--- src/rtl/core/its_pkg.sv ---
// its_pkg: shared types, reset constants and helpers for the in-band tag stripper
// used by its_step, its_outbuf and inband_tag_stripper_top; no dependencies
`timescale 1ns / 1ps

package its_pkg;

  // register reset values
  localparam logic [31:0] FP_RESET   = 32'h81828384;
  localparam logic [7:0]  OPEN_RESET = 8'h7B;

  // lookahead window and result burst sizes
  localparam int WIN_DEPTH = 4;
  localparam int MAX_RES   = 5;
  localparam int FILL_W    = 3;

  // configuration register indexes
  localparam int CFG_IDX_W = 2;
  localparam logic [CFG_IDX_W-1:0] CFG_FINGERPRINT = 2'd0;
  localparam logic [CFG_IDX_W-1:0] CFG_OPEN_CHAR   = 2'd1;

  // stream state carried between items
  typedef struct packed {
    logic [WIN_DEPTH-1:0][7:0] win;
    logic [FILL_W-1:0]         fill;
    logic                      in_tag;
    logic                      skip;
  } its_state_t;

  // result burst produced by one item
  typedef struct packed {
    logic [MAX_RES-1:0][7:0] bytes;
    logic [FILL_W-1:0]       cnt;
    logic                    has;
    logic                    fin;
  } its_list_t;

  // fingerprint compare, lowest byte first
  function automatic logic fp_match(logic [31:0] fp, logic [7:0] a, logic [7:0] b,
                                    logic [7:0] c, logic [7:0] d);
    return ({d, c, b, a} == fp);
  endfunction

endpackage

--- src/rtl/core/its_step.sv ---
// its_step: next-state and result burst logic for one byte of the stream
// depends on its_pkg
`timescale 1ns / 1ps

module its_step (
  input  its_pkg::its_state_t st_i,
  input  logic [31:0]         fp_i,
  input  logic [7:0]          open_i,
  input  logic [7:0]          byte_i,
  input  logic                fin_i,
  output its_pkg::its_state_t st_o,
  output its_pkg::its_list_t  list_o
);

  its_pkg::its_state_t ns;
  logic                e0;
  logic                flush;
  logic [2:0]          cnt;

  // window update for one byte
  always_comb begin
    ns = st_i;
    e0 = 1'b0;
    if (st_i.skip) begin
      ns.skip = 1'b0;
    end else if (st_i.in_tag) begin
      if (st_i.fill == 3'd3) begin
        if (its_pkg::fp_match(fp_i, st_i.win[0], st_i.win[1], st_i.win[2], byte_i)) begin
          ns.in_tag = 1'b0;
          ns.skip   = 1'b1;
          ns.win    = '0;
          ns.fill   = '0;
        end else begin
          // keep the three newest tag bytes
          ns.win[0] = st_i.win[1];
          ns.win[1] = st_i.win[2];
          ns.win[2] = byte_i;
          ns.win[3] = 8'd0;
          ns.fill   = 3'd3;
        end
      end else begin
        ns.win[st_i.fill[1:0]] = byte_i;
        ns.fill = st_i.fill + 3'd1;
      end
    end else if (st_i.fill == 3'd4) begin
      if ((st_i.win[0] == open_i) &&
          its_pkg::fp_match(fp_i, st_i.win[1], st_i.win[2], st_i.win[3], byte_i)) begin
        ns.in_tag = 1'b1;
        ns.win    = '0;
        ns.fill   = '0;
      end else begin
        // oldest byte is classified as payload
        e0        = 1'b1;
        ns.win[0] = st_i.win[1];
        ns.win[1] = st_i.win[2];
        ns.win[2] = st_i.win[3];
        ns.win[3] = byte_i;
      end
    end else begin
      ns.win[st_i.fill[1:0]] = byte_i;
      ns.fill = st_i.fill + 3'd1;
    end
  end

  // result burst: shifted-out byte, then flushed window at end of stream
  always_comb begin
    flush = fin_i && !ns.in_tag && !ns.skip;
    cnt   = {2'b00, e0} + (flush ? ns.fill : 3'd0);
    list_o.bytes[0] = e0 ? st_i.win[0] : ns.win[0];
    for (int i = 1; i < its_pkg::WIN_DEPTH; i++) begin
      list_o.bytes[i] = e0 ? ns.win[i-1] : ns.win[i];
    end
    list_o.bytes[its_pkg::MAX_RES-1] = e0 ? ns.win[its_pkg::WIN_DEPTH-1] : 8'd0;
    list_o.cnt = cnt;
    list_o.has = 1'b1;
    list_o.fin = fin_i;
    // end marker alone when the last item yields no byte
    if (fin_i && (cnt == 3'd0)) begin
      list_o.bytes = '0;
      list_o.cnt   = 3'd1;
      list_o.has   = 1'b0;
    end
  end

  // end of stream returns to the reset state
  always_comb begin
    st_o = ns;
    if (fin_i) begin
      st_o = '0;
    end
  end

endmodule

--- src/rtl/core/its_outbuf.sv ---
// its_outbuf: result register holding one burst of up to five items, drained one per cycle
// while m_axis_tready is high; depends on its_pkg
`timescale 1ns / 1ps

module its_outbuf (
  input  logic               clk_i,
  input  logic               rst_ni,
  input  logic               load_i,
  input  its_pkg::its_list_t list_i,
  output logic               free_o,
  output logic               m_axis_tvalid,
  input  logic               m_axis_tready,
  output logic [7:0]         m_axis_tdata,
  output logic               m_axis_tuser,
  output logic               m_axis_tlast
);

  logic [its_pkg::MAX_RES-1:0][7:0] ent_q;
  logic [2:0]                       left_q, left_d;
  logic [2:0]                       rd_q, rd_d;
  logic                             has_q;
  logic                             end_q;
  logic                             pop;

  assign pop    = m_axis_tvalid && m_axis_tready;
  assign free_o = (left_q == 3'd0) || ((left_q == 3'd1) && m_axis_tready);

  // burst counters
  always_comb begin
    left_d = left_q;
    rd_d   = rd_q;
    if (load_i) begin
      left_d = list_i.cnt;
      rd_d   = 3'd0;
    end else if (pop) begin
      left_d = left_q - 3'd1;
      rd_d   = rd_q + 3'd1;
    end
  end

  always_ff @(posedge clk_i or negedge rst_ni) begin
    if (!rst_ni) begin
      left_q <= 3'd0;
      rd_q   <= 3'd0;
    end else begin
      left_q <= left_d;
      rd_q   <= rd_d;
    end
  end

  // burst payload
  always_ff @(posedge clk_i) begin
    if (load_i) begin
      ent_q <= list_i.bytes;
      has_q <= list_i.has;
      end_q <= list_i.fin;
    end
  end

  assign m_axis_tvalid = (left_q != 3'd0);
  assign m_axis_tdata  = ent_q[rd_q];
  assign m_axis_tuser  = has_q;
  assign m_axis_tlast  = end_q && (left_q == 3'd1);

endmodule

--- src/rtl/core/inband_tag_stripper_top.sv ---
// inband_tag_stripper_top: top level of the in-band tag stripper
// depends on its_pkg, its_step, its_outbuf
`timescale 1ns / 1ps

// Usage
//   s_axis: raw byte stream, tdata = data_byte, tlast = final_byte (end of stream).
//   m_axis: payload bytes with tags removed, tdata = out_byte, tuser = has_byte,
//     tlast = stream_end. An item with tuser low is a bare end marker with tdata zero.
//   cfg: write channel, index 0 = fingerprint, index 1 = open byte, other indexes
//     ignored; always ready; write only while the block is idle.
// Path: an accepted byte is held in the input register until the result register frees,
//   then its results are loaded into the result register, from which m_axis presents
//   them. Payload bytes lag the input by up to four bytes of lookahead.
// Throughput: one byte per cycle while m_axis is ready and each byte yields at most one
//   result. The end-of-stream byte yields up to five results, drained one per cycle from
//   the result register while m_axis is ready; the next byte is processed once that
//   burst is down to its last item.
// Reset: window empty, outside any tag, fingerprint 0x81828384, open byte 0x7B.
// Stall: a stalled m_axis holds its item; one more input byte is taken into the
//   input register, then s_axis_tready drops until the result register frees.

module inband_tag_stripper_top (
  input  logic                          clk_i,
  input  logic                          rst_ni,
  input  logic                          s_axis_tvalid,
  output logic                          s_axis_tready,
  input  logic [7:0]                    s_axis_tdata,   // [7:0] data_byte
  input  logic                          s_axis_tlast,   // final_byte
  output logic                          m_axis_tvalid,
  input  logic                          m_axis_tready,
  output logic [7:0]                    m_axis_tdata,   // [7:0] out_byte
  output logic                          m_axis_tuser,   // [0] has_byte
  output logic                          m_axis_tlast,   // stream_end
  input  logic                          cfg_valid_i,
  output logic                          cfg_ready_o,
  input  logic [its_pkg::CFG_IDX_W-1:0] cfg_index_i,
  input  logic [31:0]                   cfg_data_i
);

  logic                in_vld_q, in_vld_d;
  logic [7:0]          in_byte_q;
  logic                in_fin_q;
  logic                proc;
  logic                free;
  logic                s_fire;
  its_pkg::its_state_t st_q, st_d;
  its_pkg::its_list_t  list;
  logic [31:0]         fp_q;
  logic [7:0]          open_q;

  assign cfg_ready_o   = 1'b1;
  assign proc          = in_vld_q && free;
  assign s_axis_tready = !in_vld_q || proc;
  assign s_fire        = s_axis_tvalid && s_axis_tready;

  // configuration registers
  always_ff @(posedge clk_i or negedge rst_ni) begin
    if (!rst_ni) begin
      fp_q   <= its_pkg::FP_RESET;
      open_q <= its_pkg::OPEN_RESET;
    end else if (cfg_valid_i) begin
      case (cfg_index_i)
        its_pkg::CFG_FINGERPRINT: fp_q   <= cfg_data_i;
        its_pkg::CFG_OPEN_CHAR:   open_q <= cfg_data_i[7:0];
        default: ;
      endcase
    end
  end

  // input register
  always_comb begin
    in_vld_d = in_vld_q;
    if (s_fire) begin
      in_vld_d = 1'b1;
    end else if (proc) begin
      in_vld_d = 1'b0;
    end
  end

  always_ff @(posedge clk_i or negedge rst_ni) begin
    if (!rst_ni) begin
      in_vld_q <= 1'b0;
    end else begin
      in_vld_q <= in_vld_d;
    end
  end

  always_ff @(posedge clk_i) begin
    if (s_fire) begin
      in_byte_q <= s_axis_tdata;
      in_fin_q  <= s_axis_tlast;
    end
  end

  // stream state
  its_step u_step (
    .st_i   (st_q),
    .fp_i   (fp_q),
    .open_i (open_q),
    .byte_i (in_byte_q),
    .fin_i  (in_fin_q),
    .st_o   (st_d),
    .list_o (list)
  );

  always_ff @(posedge clk_i or negedge rst_ni) begin
    if (!rst_ni) begin
      st_q <= '0;
    end else if (proc) begin
      st_q <= st_d;
    end
  end

  // result register
  its_outbuf u_outbuf (
    .clk_i         (clk_i),
    .rst_ni        (rst_ni),
    .load_i        (proc),
    .list_i        (list),
    .free_o        (free),
    .m_axis_tvalid (m_axis_tvalid),
    .m_axis_tready (m_axis_tready),
    .m_axis_tdata  (m_axis_tdata),
    .m_axis_tuser  (m_axis_tuser),
    .m_axis_tlast  (m_axis_tlast)
  );

endmodule

--- config.mk ---
export PLATFORM = sky130hd
export DESIGN_NAME = inband_tag_stripper_top
export DESIGN_NICKNAME = d
export VERILOG_FILES = /design/src/rtl/core/its_pkg.sv /design/src/rtl/core/its_step.sv /design/src/rtl/core/its_outbuf.sv /design/src/rtl/core/inband_tag_stripper_top.sv
export SDC_FILE = /design/constraint.sdc
export NUM_CORES = 1
export LEC_CHECK = 0
export BUFFER_PORTS_ARGS = -buffer_cell sky130_fd_sc_hd__buf_2
export CORE_MARGIN = 1.5
export CORE_UTILIZATION = 25
export DETAILED_ROUTE_END_ITERATION = 10
export PLACE_DENSITY_LB_ADDON = 0.05
export SYNTH_ARGS = -nofsm -noshare
export SYNTH_HDL_FRONTEND = slang
export SYNTH_SLANG_ARGS = --single-unit
--- constraint.sdc ---
create_clock -name clk_i -period 5.05 [get_ports clk_i]
set_clock_uncertainty 0.05 [all_clocks]
set_input_delay 1.2625 -clock clk_i [delete_from_list [all_inputs] [get_ports clk_i]]
set_output_delay 1.2625 -clock clk_i [all_outputs]
set_load 0.01 [all_outputs]
# Word-level counts from Yosys, hierarchy flattened
# Index checks and enable logic that the tools add are counted.
[word_totals]
regBits = 135
input_bits = 48
output_inout_bits = 13
[classes]
addsub = 4
n_lt_le_gt_ge = 3
eq_ne = 7
muxes = 34
bitwise = 1
reduce_logical = 24
[ops]
columns = ["op", "count"]
rows = [
  ["36-bit 2-to-1 mux", 2],
  ["35-bit 2-to-1 mux", 2],
  ["32-bit equality test", 2],
  ["8-bit 2-to-1 mux", 6],
  ["37-bit 2-to-1 mux", 1],
  ["32-bit bitwise mux", 1],
  ["32-bit 2-to-1 mux", 1],
  ["27-bit 2-to-1 mux", 1],
  ["8-bit binary-select mux with 3-bit select", 1],
  ["8-bit demux with 2-bit select", 1],
  ["3-bit 2-to-1 mux", 5],
  ["1-bit logical AND", 10],
  ["1-bit 2-to-1 mux", 9],
  ["8-bit equality test", 1],
  ["4-bit 2-to-1 mux", 2],
  ["3-bit by 1-bit adder with 3-bit output, second input constant", 2],
  ["3-bit logical NOT", 2],
  ["3-bit by 4-bit < comparator with 1-bit output, second input constant", 1],
  ["2-bit 2-to-1 mux", 2],
  ["2-bit AND reduction", 2],
  ["2-bit nonzero test", 2],
  ["1-bit by 3-bit adder with 3-bit output", 1],
  ["3-bit by 1-bit equality test with 1-bit output, second input constant", 1],
  ["3-bit by 2-bit equality test with 1-bit output, second input constant", 1],
  ["11 further kinds", 14],
]

# Logic depth before layout (Yosys ltp)
# Gate-level depths: netlist of run 1.
[logic_depth]
word_depth = 17
depth_mapped = 16
ltp_nobuf = 12

# Hierarchy
# From an unflattened synthesis of run 1, not the netlist that was laid out.
[hier_totals]
cells_unflattened = 799
area_unflattened_um2 = 8446.9
[by_module_without_submodules]
columns = ["mod", "instances", "cells_per_inst", "area_each_um2", "seq_area_each_um2"]
rows = [
  ["inband_tag_stripper_top", 1, 180, 3234.4, 2240.9],
  ["its_step", 1, 497, 3218.1, 0.0],
  ["its_outbuf", 1, 122, 1994.4, 1411.4],
]

# Least setup slack after synthesis of run 1
# Ideal clock, no wire load.
[synth_path]
path_kind = "input -> register"
start = "input port m_axis_tready"
end = "register st_q[29] (netlist name)"
setup_ns = 0.123
arrival_ns = 3.672
setup_slack_ns = 1.205
stages = 7
n_path_buf = 1
path_cell_list = "a21oi_1 nor2_1 nand2_1 inv_1 clkbuf_1 o21ai_1 a22o_1"
[synth_via]
elab_chain_len = 3
[synth_lines]
columns = ["element", "line_no", "source"]
rows = [
  ["from (decl)", "inband_tag_stripper_top.sv:30", "input logic m_axis_tready,"],
  ["1-bit logical AND", "its_outbuf.sv:26", "assign free_o = (left_q == 3'd0) || ((left_q == 3'd1) && m_axis_tready);"],
  ["1-bit logical OR", "its_outbuf.sv:26", ""],
  ["1-bit logical AND", "inband_tag_stripper_top.sv:52", "assign proc = in_vld_q && free;"],
  ["named net proc", "inband_tag_stripper_top.sv:43", "logic proc;"],
  ["to (signal assigned)", "inband_tag_stripper_top.sv:110", "st_q <= st_d;"],
  ["to (decl)", "inband_tag_stripper_top.sv:46", "its_pkg::its_state_t st_q, st_d;"],
]
# The timed path passes the listed nets, and every way through them passes these cells.
# A chain may end at the register's enable or synchronous reset.

# Final worst setup path of run 1
[layout_path]
start = "register st_q[26] (netlist name)"
end = "register u_outbuf.ent_q[18] (netlist name) (data pin)"
[layout_via]
elab_chain_len = 13
elab_cells_between_ends = 28
classes_between = "1 x add/sub; 2 x eq/ne; 18 x mux; 7 x reduce/logical"
[layout_lines]
columns = ["element", "line_no", "source"]
rows = [
  ["32-bit equality test", "its_pkg.sv:40", "return ({d, c, b, a} == fp);"],
  ["1-bit logical AND", "its_step.sv:46", "if ((st_i.win[0] == open_i) &&"],
  ["4-bit 2-to-1 mux", "its_step.sv:46", ""],
  ["1-bit 2-to-1 mux", "its_step.sv:45", "end else if (st_i.fill == 3'd4) begin"],
  ["36-bit 2-to-1 mux", "its_step.sv:26", "end else if (st_i.in_tag) begin"],
  ["36-bit 2-to-1 mux", "its_step.sv:24", "if (st_i.skip) begin"],
  ["1-bit logical NOT", "its_step.sv:67", "flush = fin_i && !ns.in_tag && !ns.skip;"],
  ["1-bit logical AND (2 in series)", "its_step.sv:67", ""],
  ["3-bit 2-to-1 mux", "its_step.sv:68", "cnt = {2'b00, e0} + (flush ? ns.fill : 3'd0);"],
  ["1-bit by 3-bit adder with 3-bit output", "its_step.sv:68", ""],
  ["3-bit logical NOT", "its_step.sv:78", "if (fin_i && (cnt == 3'd0)) begin"],
  ["1-bit logical AND", "its_step.sv:78", ""],
  ["to (signal assigned)", "its_outbuf.sv:54", "ent_q <= list_i.bytes;"],
  ["to (decl)", "its_outbuf.sv:18", "logic [its_pkg::MAX_RES-1:0][7:0] ent_q;"],
]
# Several ways; a longest one is shown, not always the timed one.

==> out/results.txt, run 1 <==
GR Util All Layers: 0.163
clock tree root driver cell: clkbuf_16
Syn Nets: 734
WL/cell: 21.9 um
1st-iter DRT viols: 473
Area growth syn-to-layout: 16.1%
initial core utilization: 0.256
required time of the critical path: 5.11 ns
Placed Area: 0.00798 mm2
CP Max Fanout: 42
Worst Hold Class: flip-flop to flip-flop
clock-pin slew on the worst setup and hold paths: 0.07 ns
FMAX: 225 MHz
Synth Area in Adders: 0.0203
top post-synthesis cells by area: dfrtp_1, edfxtp_1, mux2_2
Rows: 62
average size of a mapped cell: 11.0 um2
Total Power: 5240 uW
largest family of logic cells by synthesized area: compound AO/OA/AOI/OAI gates
H-tree depth: 4
initial antenna violation count: 0
status: completed
RSZ-0062 raised after global routing: false
port bufs: 59
number of synthesized register bits: 135
cts bufs inserted: 17
final core utilization: 0.297
Post-Syn Instances: 674
crit path kind: flip-flop to flip-flop
Final Setup Violations: 0
area fraction of the dominant cell type after synthesis: 0.234
ANT nets after route: 0
total clock sinks: 135
CTS tree: built
post-synthesis sequential area ratio: 0.494
first-pass GRT wire length: 37100 um
WHS: 0.476 ns
Post-synth top flop: dfrtp_1
Hold-fix buffers, CTS: 0
pwr dens: 611 mW/mm2
max cap viols: 0
final slew viol count: 0
Total Nets Final: 764
setup bufs post-CTS: 0
Post-synth ARST share: 0.622
P_leak: 0.00334 uW
Max VDD drop: 0.202 mV
vias in the first global route: 5643
RD Place Congestion: 0.820
# IOs: 61
complex-gate fraction of the synthesized area: 0.160
post-synthesis xor/xnor area fraction: 0.0791
DIE AREA: 0.0306 mm2
layout cells sized above 1: 0.257
DRC viols: 0
mux cell area share after synthesis: 0.0881
core box area: 0.0289 mm2
Worst EP arrival: 4.51 ns
Post-DP HPWL: 17300 um
Synth Area in Simple Gates: 0.109
total number of vias: 5506
Synth cell types: 64
Die X-Extent: 175 um
Slew headroom: 0.315
Die Ht: 175 um
Synth Warn #: 0
ANT cells: 0
Critical Path End Type: flip-flop
Post-Route WL: 24100 um
Resize count post-CTS: 0
setup tns final: 0 ns
fin crit share: 0.882
largest area contributor in the netlist: dfrtp_1
Pre-Repair DR Iteration Count: 5
EDFF count, synth: 51
Hold Fails Final Rpt: 0
clk buf depth: 2
clock latency at the later pin of the worst-skew pair: 0.43 ns
pin count of the biggest net entering global routing: 61
number of fill cells: 2979
DR vias/cell: 5.00
post-synthesis cell area: 0.00739 mm2
minimum clock period: 4.45 ns
cell area after layout: 0.00858 mm2
Worst Tran Pin Value: 1.02 ns
global route overflow: 0
CP startpoint kind: flip-flop
## cells by family (layout without fill, tap and decap cells)
family                     Yosys count  in the layout
adders and majority gates           12             12
buffers and inverters               78            121
AOI/OAI and AO/OA                  181            181
xor gates and xnor gates            65             65
DFF                                135            135
other                                1              1
muxes                               50             50
and+or+nand+nor                    152            152
## layout make-up
type | instances | area, um2 | area share
Clock inverter | 9 | 88.8 | 0.0104
Inverter | 19 | 71.3 | 0.00832
Clock buffer | 23 | 510 | 0.0595
Sequential cell | 135 | 3650 | 0.426
Multi-Input combinational cell | 461 | 3390 | 0.396
Tap cell | 384 | 480 | 0.0560
Timing Repair Buffer | 70 | 380 | 0.0444
## final timing paths
check	cells past startpoint	from	endpoint	slack [ns]
min in group asynchronous	1	rst_ni	fp_q[29]	0.91
max in group asynchronous	2	rst_ni	fp_q[2]	3.07
min reg2reg	2	u_outbuf.left_q[1]	u_outbuf.left_q[1]	0.48
max	11	st_q[26]	u_outbuf.ent_q[18]	0.60
max reg2reg	11	st_q[26]	u_outbuf.ent_q[18]	0.60
min	2	u_outbuf.left_q[1]	u_outbuf.left_q[1]	0.48
## per-layer routing
| layer | GRT usage | share of wire | wire [um] |
|---|---|---|---|
| met4 | 0.0445 | 0.014 | 349 |
| met5 | 0 | 0 | 0 |
| met2 | 0.248 | 0.44 | 10700 |
| met3 | 0.0292 | 0.053 | 1270 |
| met1 | 0.235 | 0.49 | 11800 |
## power by group
part	switching, uW	internal [uW]	leakage (uW)	total, uW
logic	1150	733	0.00152	1880
clock network	508	766	0.000290	1270
registers	481	1600	0.00153	2080
total	2140	3100	0.00334	5240
## state kept, by name, indices dropped and copies added (netlist names)
register,cells
in_vld_q,1
in_fin_q,1
u_outbuf.end_q,1
st_q,37
in_byte_q,8
u_outbuf.ent_q,40
fp_q,32
u_outbuf.m_axis_tuser,1
open_q,8
u_outbuf.left_q,3
u_outbuf.rd_q,3
## per-stage QoR
step	instances	setup slack [ns]
after floorplan	674	1.21
after global placement	1069	0.695
after detailed placement	1069	0.693
after CTS	1101	0.651
after global routing	1101	0.256
final	1101	0.597
## critical path, cell delays in order (launching register included)
cell     delay [ns]
dfrtp_1        0.53
xor2_1         0.26
nor4_1         0.41
nand4_1        0.23
or4_1          0.63
and3_1         0.24
a22oi_1        0.16
nor2_1         0.07
ha_1           0.33
nor3b_1        0.18
and3_2         0.86
a21oi_1        0.15
## placed cells by master, fill, tap and decap left out, types with 3 or more instances in the layout
master | Yosys | routed
clkbuf_16 | 0 | 19
a21o_1 | 3 | 3
edfxtp_1 | 51 | 51
buf_4 | 2 | 12
o21ai_1 | 9 | 9
a22o_1 | 13 | 13
dfrtp_1 | 69 | 69
nor2b_1 | 3 | 3
a211oi_2 | 3 | 3
o22ai_1 | 3 | 3
xnor2_1 | 23 | 23
mux4_2 | 8 | 8
mux2_2 | 40 | 40
nand4_1 | 8 | 8
dfstp_2 | 15 | 15
nor3_1 | 5 | 4
nor2_1 | 28 | 28
a221oi_1 | 6 | 6
nor4_1 | 12 | 12
a32oi_1 | 9 | 9
xor2_1 | 40 | 40
a211oi_1 | 7 | 7
buf_2 | 9 | 58
nand2_1 | 61 | 61
nand2b_1 | 3 | 3
a222oi_1 | 4 | 4
a221o_1 | 3 | 3
ha_1 | 12 | 12
and2_1 | 4 | 4
inv_1 | 18 | 17
o21ai_0 | 41 | 41
nand3_1 | 3 | 3
nor4_2 | 6 | 6
clkinv_4 | 0 | 3
and3_1 | 5 | 4
a21oi_1 | 49 | 49
a22oi_1 | 18 | 18
## cells in the mapped netlist, drive strengths merged, types with 6 or more instances
master	count
dfrtp	69
nand2	61
edfxtp	51
o21ai	50
a21oi	49
mux2	40
xor2	40
clkbuf	37
nor2	28
xnor2	25
buf	22
nor4	20
inv	19
a22oi	18
dfstp	15
a22o	13
ha	12
a211oi	10
a32oi	9
mux4	8
nand4	8
a221oi	6
(Power assumes the default switching activity.)
==> inputs of run 2 (changes only) <==
Settings changed: CELL_PAD_IN_SITES_DETAIL_PLACEMENT set to 1, CELL_PAD_IN_SITES_GLOBAL_PLACEMENT set to 1.
==> run 2 against run 1 <==
Cell count rose by 0.18%. Highest routed layer unchanged. Worst setup slack improved by 0.047 ns. Sequential share of layout area rose by 0.093 points.
==> out/results.txt, run 2 (synthesis results as in run 1) <==
status: completed
Die X-Extent: 175 um
setup bufs post-CTS: 0
total number of vias: 5594
r2r setup slk: 0.64 ns
Post-DP HPWL: 18900 um
Hold Fails Final Rpt: 0
Post-Route WL: 25600 um
Die Ht: 175 um
sw frac: 0.420
Worst Tran Pin Value: 1.14 ns
initial antenna violation count: 0
layout cells sized above 1: 0.261
Rows: 62
most frequent cells in the layout: dfrtp_1, nand2_1, buf_2, edfxtp_1, a21oi_1
multi-input combinational cell area: 0.00339 mm2
first-pass GRT wire length: 39100 um
Pint: 3030 uW
clk buf depth: 2
Area growth syn-to-layout: 15.9%
Slew headroom: 0.238
Placed Area: 0.00799 mm2
Worst EP arrival: 4.49 ns
pwr dens: 610 mW/mm2
placed insts: 1071
WL/cell: 23.2 um
FF+latch area: 0.00365 mm2
Hold-fix buffers, CTS: 0
FMAX: 227 MHz
required time of the critical path: 5.13 ns
clock latency at the later pin of the worst-skew pair: 0.43 ns
fin crit share: 0.873
ANT cells: 0
minimum clock period: 4.41 ns
CP Max Fanout: 42
cell area after layout: 0.00856 mm2
RSZ-0062 raised after global routing: false
clock-pin slew on the worst setup and hold paths: 0.07 ns
sw power: 2190 uW
port bufs: 59
P_leak: 0.00334 uW
1st-iter DRT viols: 363
initial core utilization: 0.256
total clock sinks: 135
final slew viol count: 0
Max VDD drop: 0.231 mV
most common cell after layout, fill and taps aside: dfrtp_1
global route overflow: 0
crit path kind: flip-flop to flip-flop
Final Setup Violations: 0
largest registers: u_outbuf.ent_q x40, st_q x37, fp_q x32
pin count of the biggest net entering global routing: 57
max cap viols: 0
CTS tree: built
H-tree depth: 4
max FFs per register: 40
DR vias/cell: 5.07
number of fill cells: 3257
setup tns final: 0 ns
Critical Path End Type: flip-flop
clock power share: 0.233
# IOs: 61
clock tree root driver cell: clkbuf_16
ANT nets after route: 0
Pre-Repair DR Iteration Count: 5
post-route insts no fill: 1103
combinational power share: 0.366
cts bufs inserted: 17
Flop pwr share: 0.401
RD Place Congestion: 0.828
CP startpoint kind: flip-flop
vias in the first global route: 6111
Biggest register: u_outbuf.ent_q
core box area: 0.0289 mm2
DIE AREA: 0.0306 mm2
Resize count post-CTS: 0
Total Nets Final: 766
Worst Hold Class: flip-flop to flip-flop
GR Util All Layers: 0.174
DRC viols: 0
## run 2: path summary, 6_finish.rpt
| path | end | from | cells past startpoint |
|---|---|---|---|
| setup / recovery | u_outbuf.ent_q[1] | in_byte_q[3] | 11 |
| hold / removal | u_outbuf.left_q[1] | u_outbuf.left_q[1] | 2 |
| setup reg to reg | u_outbuf.ent_q[1] | in_byte_q[3] | 11 |
| hold reg to reg | u_outbuf.left_q[1] | u_outbuf.left_q[1] | 2 |
| max in group asynchronous | fp_q[7] | rst_ni | 2 |
| min in group asynchronous | fp_q[6] | rst_ni | 1 |
## run 2: layout make-up
class / instances / share of cell area
repair buffers: 72 / 0.0462
multi-input cells: 461 / 0.396
clock buffers: 20 / 0.0559
clock inverters: 12 / 0.0102
flip-flops and latches: 135 / 0.427
well taps: 384 / 0.0561
inverters: 19 / 0.00833
## run 2: routing by layer
| layer | GRT usage | wire [um] | up-vias |
|---|---|---|---|
| li1 | - | - | 2538 |
| met1 | 0.240 | 12400 | 2876 |
| met2 | 0.265 | 11500 | 144 |
| met3 | 0.0300 | 920 | 36 |
| met4 | 0.0773 | 768 | 0 |
| met5 | 0 | 0 | - |
## run 2: power by group through the flow
stage	Clock [uW]	Sequential, uW	Combinational [uW]
2_1_floorplan	0	1780	1500
3_3_place_gp	0	2120	1930
3_5_place_dp	0	2120	1940
4_1_cts	1250	2100	1940
5_1_grt	1300	2150	2120
6_report	1220	2090	1910
## run 2: per-stage QoR
step                 util  setup slack (ns)  total power [uW]  hold slack (ns)
finish              0.297             0.644              5220            0.468
floorplan               -              1.21              3280            0.390
global route        0.297             0.402              5570            0.503
detailed placement  0.277             0.631              4060            0.458
CTS                 0.297             0.609              5290            0.476
global placement    0.277             0.695              4040            0.466
## run 2: worst max-delay path, stage by stage, from the launching register on
cell,delay (ns)
edfxtp_1,0.71
xnor2_1,0.19
nand4_1,0.16
or2_1,0.34
or4_1,0.66
and3_1,0.24
a22oi_1,0.15
nor2_1,0.07
ha_1,0.33
nor3b_1,0.19
and3_2,0.85
nor2_1,0.14
==> inputs of run 3 (changes only) <==
Clock period 5.05 ns to 5.39 ns, I/O delays scaled along.
==> run 3 against run 2 <==
Worst setup slack improved by 0.37 ns. Fmax increased by 0.60%. Total power decreased by 6.7%. Largest cell class unchanged. Combinational power decreased by 6%. Die area unchanged. Sequential power decreased by 6%. Routed wire length decreased by 1.3%. First-iteration DRC count decreased by 16%. Critical path depth unchanged. Utilization about the same. Via count decreased by 0.91%. Cell area about the same.
==> out/results.txt, run 3 (synthesis results as in run 1) <==
status: completed
global route overflow: 0
RSZ-0062 raised after global routing: false
Worst Hold Class: flip-flop to flip-flop
pin count of the biggest net entering global routing: 55
Total Nets Final: 766
highest-delay cell along the critical path: or4_1
crit path kind: flip-flop to flip-flop
total clock sinks: 135
critical path cell sequence: xnor2_1 > nand4_1 > or2_1 > or4_1 > and3_1 > a22oi_1 > nor2_1 > ha_1 > or3_1 > and3_2 > nor4_1
Worst Hold Launch: u_outbuf.left_q[1]
Post-DP HPWL: 18700 um
final slew viol count: 0
Worst EP arrival: 4.48 ns
Rows: 62
r2r startpoint: in_byte_q[3]
r2r setup slk: 1.01 ns
core box area: 0.0289 mm2
DIE AREA: 0.0306 mm2
Pre-Repair DR Iteration Count: 7
1st-iter DRT viols: 306
final core utilization: 0.297
RD Place Congestion: 0.791
Die X-Extent: 175 um
Final Setup Violations: 0
vias in the first global route: 5867
CP Max Fanout: 18
largest registers: u_outbuf.ent_q x40, st_q x37, fp_q x32
Biggest register: u_outbuf.ent_q
Area growth syn-to-layout: 15.9%
max cap viols: 0
setup tns final: 0 ns
ANT nets after route: 0
Worst Tran Pin Value: 1.20 ns
GR Util All Layers: 0.173
Placed Area: 0.00800 mm2
minimum clock period: 4.38 ns
Largest stage delay, worst path: 0.69 ns
P_leak: 0.00335 uW
clock latency at the later pin of the worst-skew pair: 0.43 ns
port bufs: 59
Hold Path Stages: 2
r2r worst-path depth: 11
Die Ht: 175 um
Worst Setup SP: in_byte_q[3]
max FFs per register: 40
Resize count post-CTS: 0
layout cells sized above 1: 0.261
DRC viols: 0
CP startpoint kind: flip-flop
initial core utilization: 0.256
H-tree depth: 4
clk buf depth: 2
clock tree root driver cell: clkbuf_16
Slew headroom: 0.195
Max VDD drop: 0.185 mV
Hold Fails Final Rpt: 0
setup bufs post-CTS: 0
Post-Route WL: 25300 um
FMAX: 228 MHz
required time of the critical path: 5.49 ns
most common cell after layout, fill and taps aside: dfrtp_1
Worst R2R End: u_outbuf.ent_q[32]
cts bufs inserted: 17
total number of vias: 5543
pwr dens: 569 mW/mm2
DR vias/cell: 5.03
fin crit share: 0.813
initial antenna violation count: 0
ANT cells: 0
cell area after layout: 0.00856 mm2
first-pass GRT wire length: 39100 um
WL/cell: 22.9 um
# IOs: 61
CTS tree: built
number of fill cells: 3232
Total Power: 4870 uW
Critical Path End Type: flip-flop
Worst Setup EP: u_outbuf.ent_q[32]
Hold-fix buffers, CTS: 0
most frequent cells in the layout: dfrtp_1, nand2_1, buf_2, edfxtp_1, a21oi_1
clock-pin slew on the worst setup and hold paths: 0.07 ns
[run 3: cell count changes in the layout (fill, tap and decap cells not counted), sizes merged]
| cell | change |
|---|---|
| clkinv | +2 |
| clkinvlp | -1 |
| clkbuf | -1 |
[run 3: how the worst min path moves through the flow]
stage,to,slack [ns]
5_1_grt,open_q[7],0.51
2_1_floorplan,u_outbuf.end_q,0.39
3_5_place_dp,u_outbuf.left_q[1],0.47
4_1_cts,u_outbuf.left_q[1],0.49
3_3_place_gp,open_q[7],0.47
6_report,u_outbuf.left_q[1],0.48
[run 3: per-stage QoR]
step	worst slack, ns	instances	hold WS (ns)
after global placement	1.01	1071	0.469
after global routing	0.835	1103	0.507
after detailed placement	1.02	1071	0.471
final	1.01	1103	0.481
after floorplan	1.46	674	0.390
after CTS	0.993	1103	0.488
[run 3: critical path: cells and delay by family (launching register included)]
family | cells | cell delay, ns
AO/OA/AOI/OAI | 1 | 0.17
XOR/XNOR | 1 | 0.23
adder cells (fa/ha/maj) | 1 | 0.21
flip-flops | 1 | 0.61
AND/OR/NAND/NOR | 8 | 2.82
[run 3: layout make-up]
class	instances	area, um2	area share
repair buffers	72	408	0.0477
multi-input cells	461	3390	0.396
clock buffers	19	464	0.0542
clock inverters	13	90.1	0.0105
inverters	19	71.3	0.00833
well taps	384	480	0.0561
flip-flops and latches	135	3650	0.427
[run 3: report_power, final]
| part | total, uW | switching, uW | leakage (uW) | internal (uW) |
|---|---|---|---|---|
| combinational | 1790 | 1080 | 0.00154 | 706 |
| clock | 1130 | 496 | 0.000280 | 631 |
| sequential | 1960 | 453 | 0.00153 | 1500 |
[run 3: layer usage]
layer | share of wire | GRT usage | up-vias
li1 | - | - | 2535
met1 | 0.49 | 0.248 | 2836
met2 | 0.46 | 0.268 | 148
met3 | 0.036 | 0.0255 | 24
met4 | 0.019 | 0.0566 | 0
met5 | 0 | 0 | -
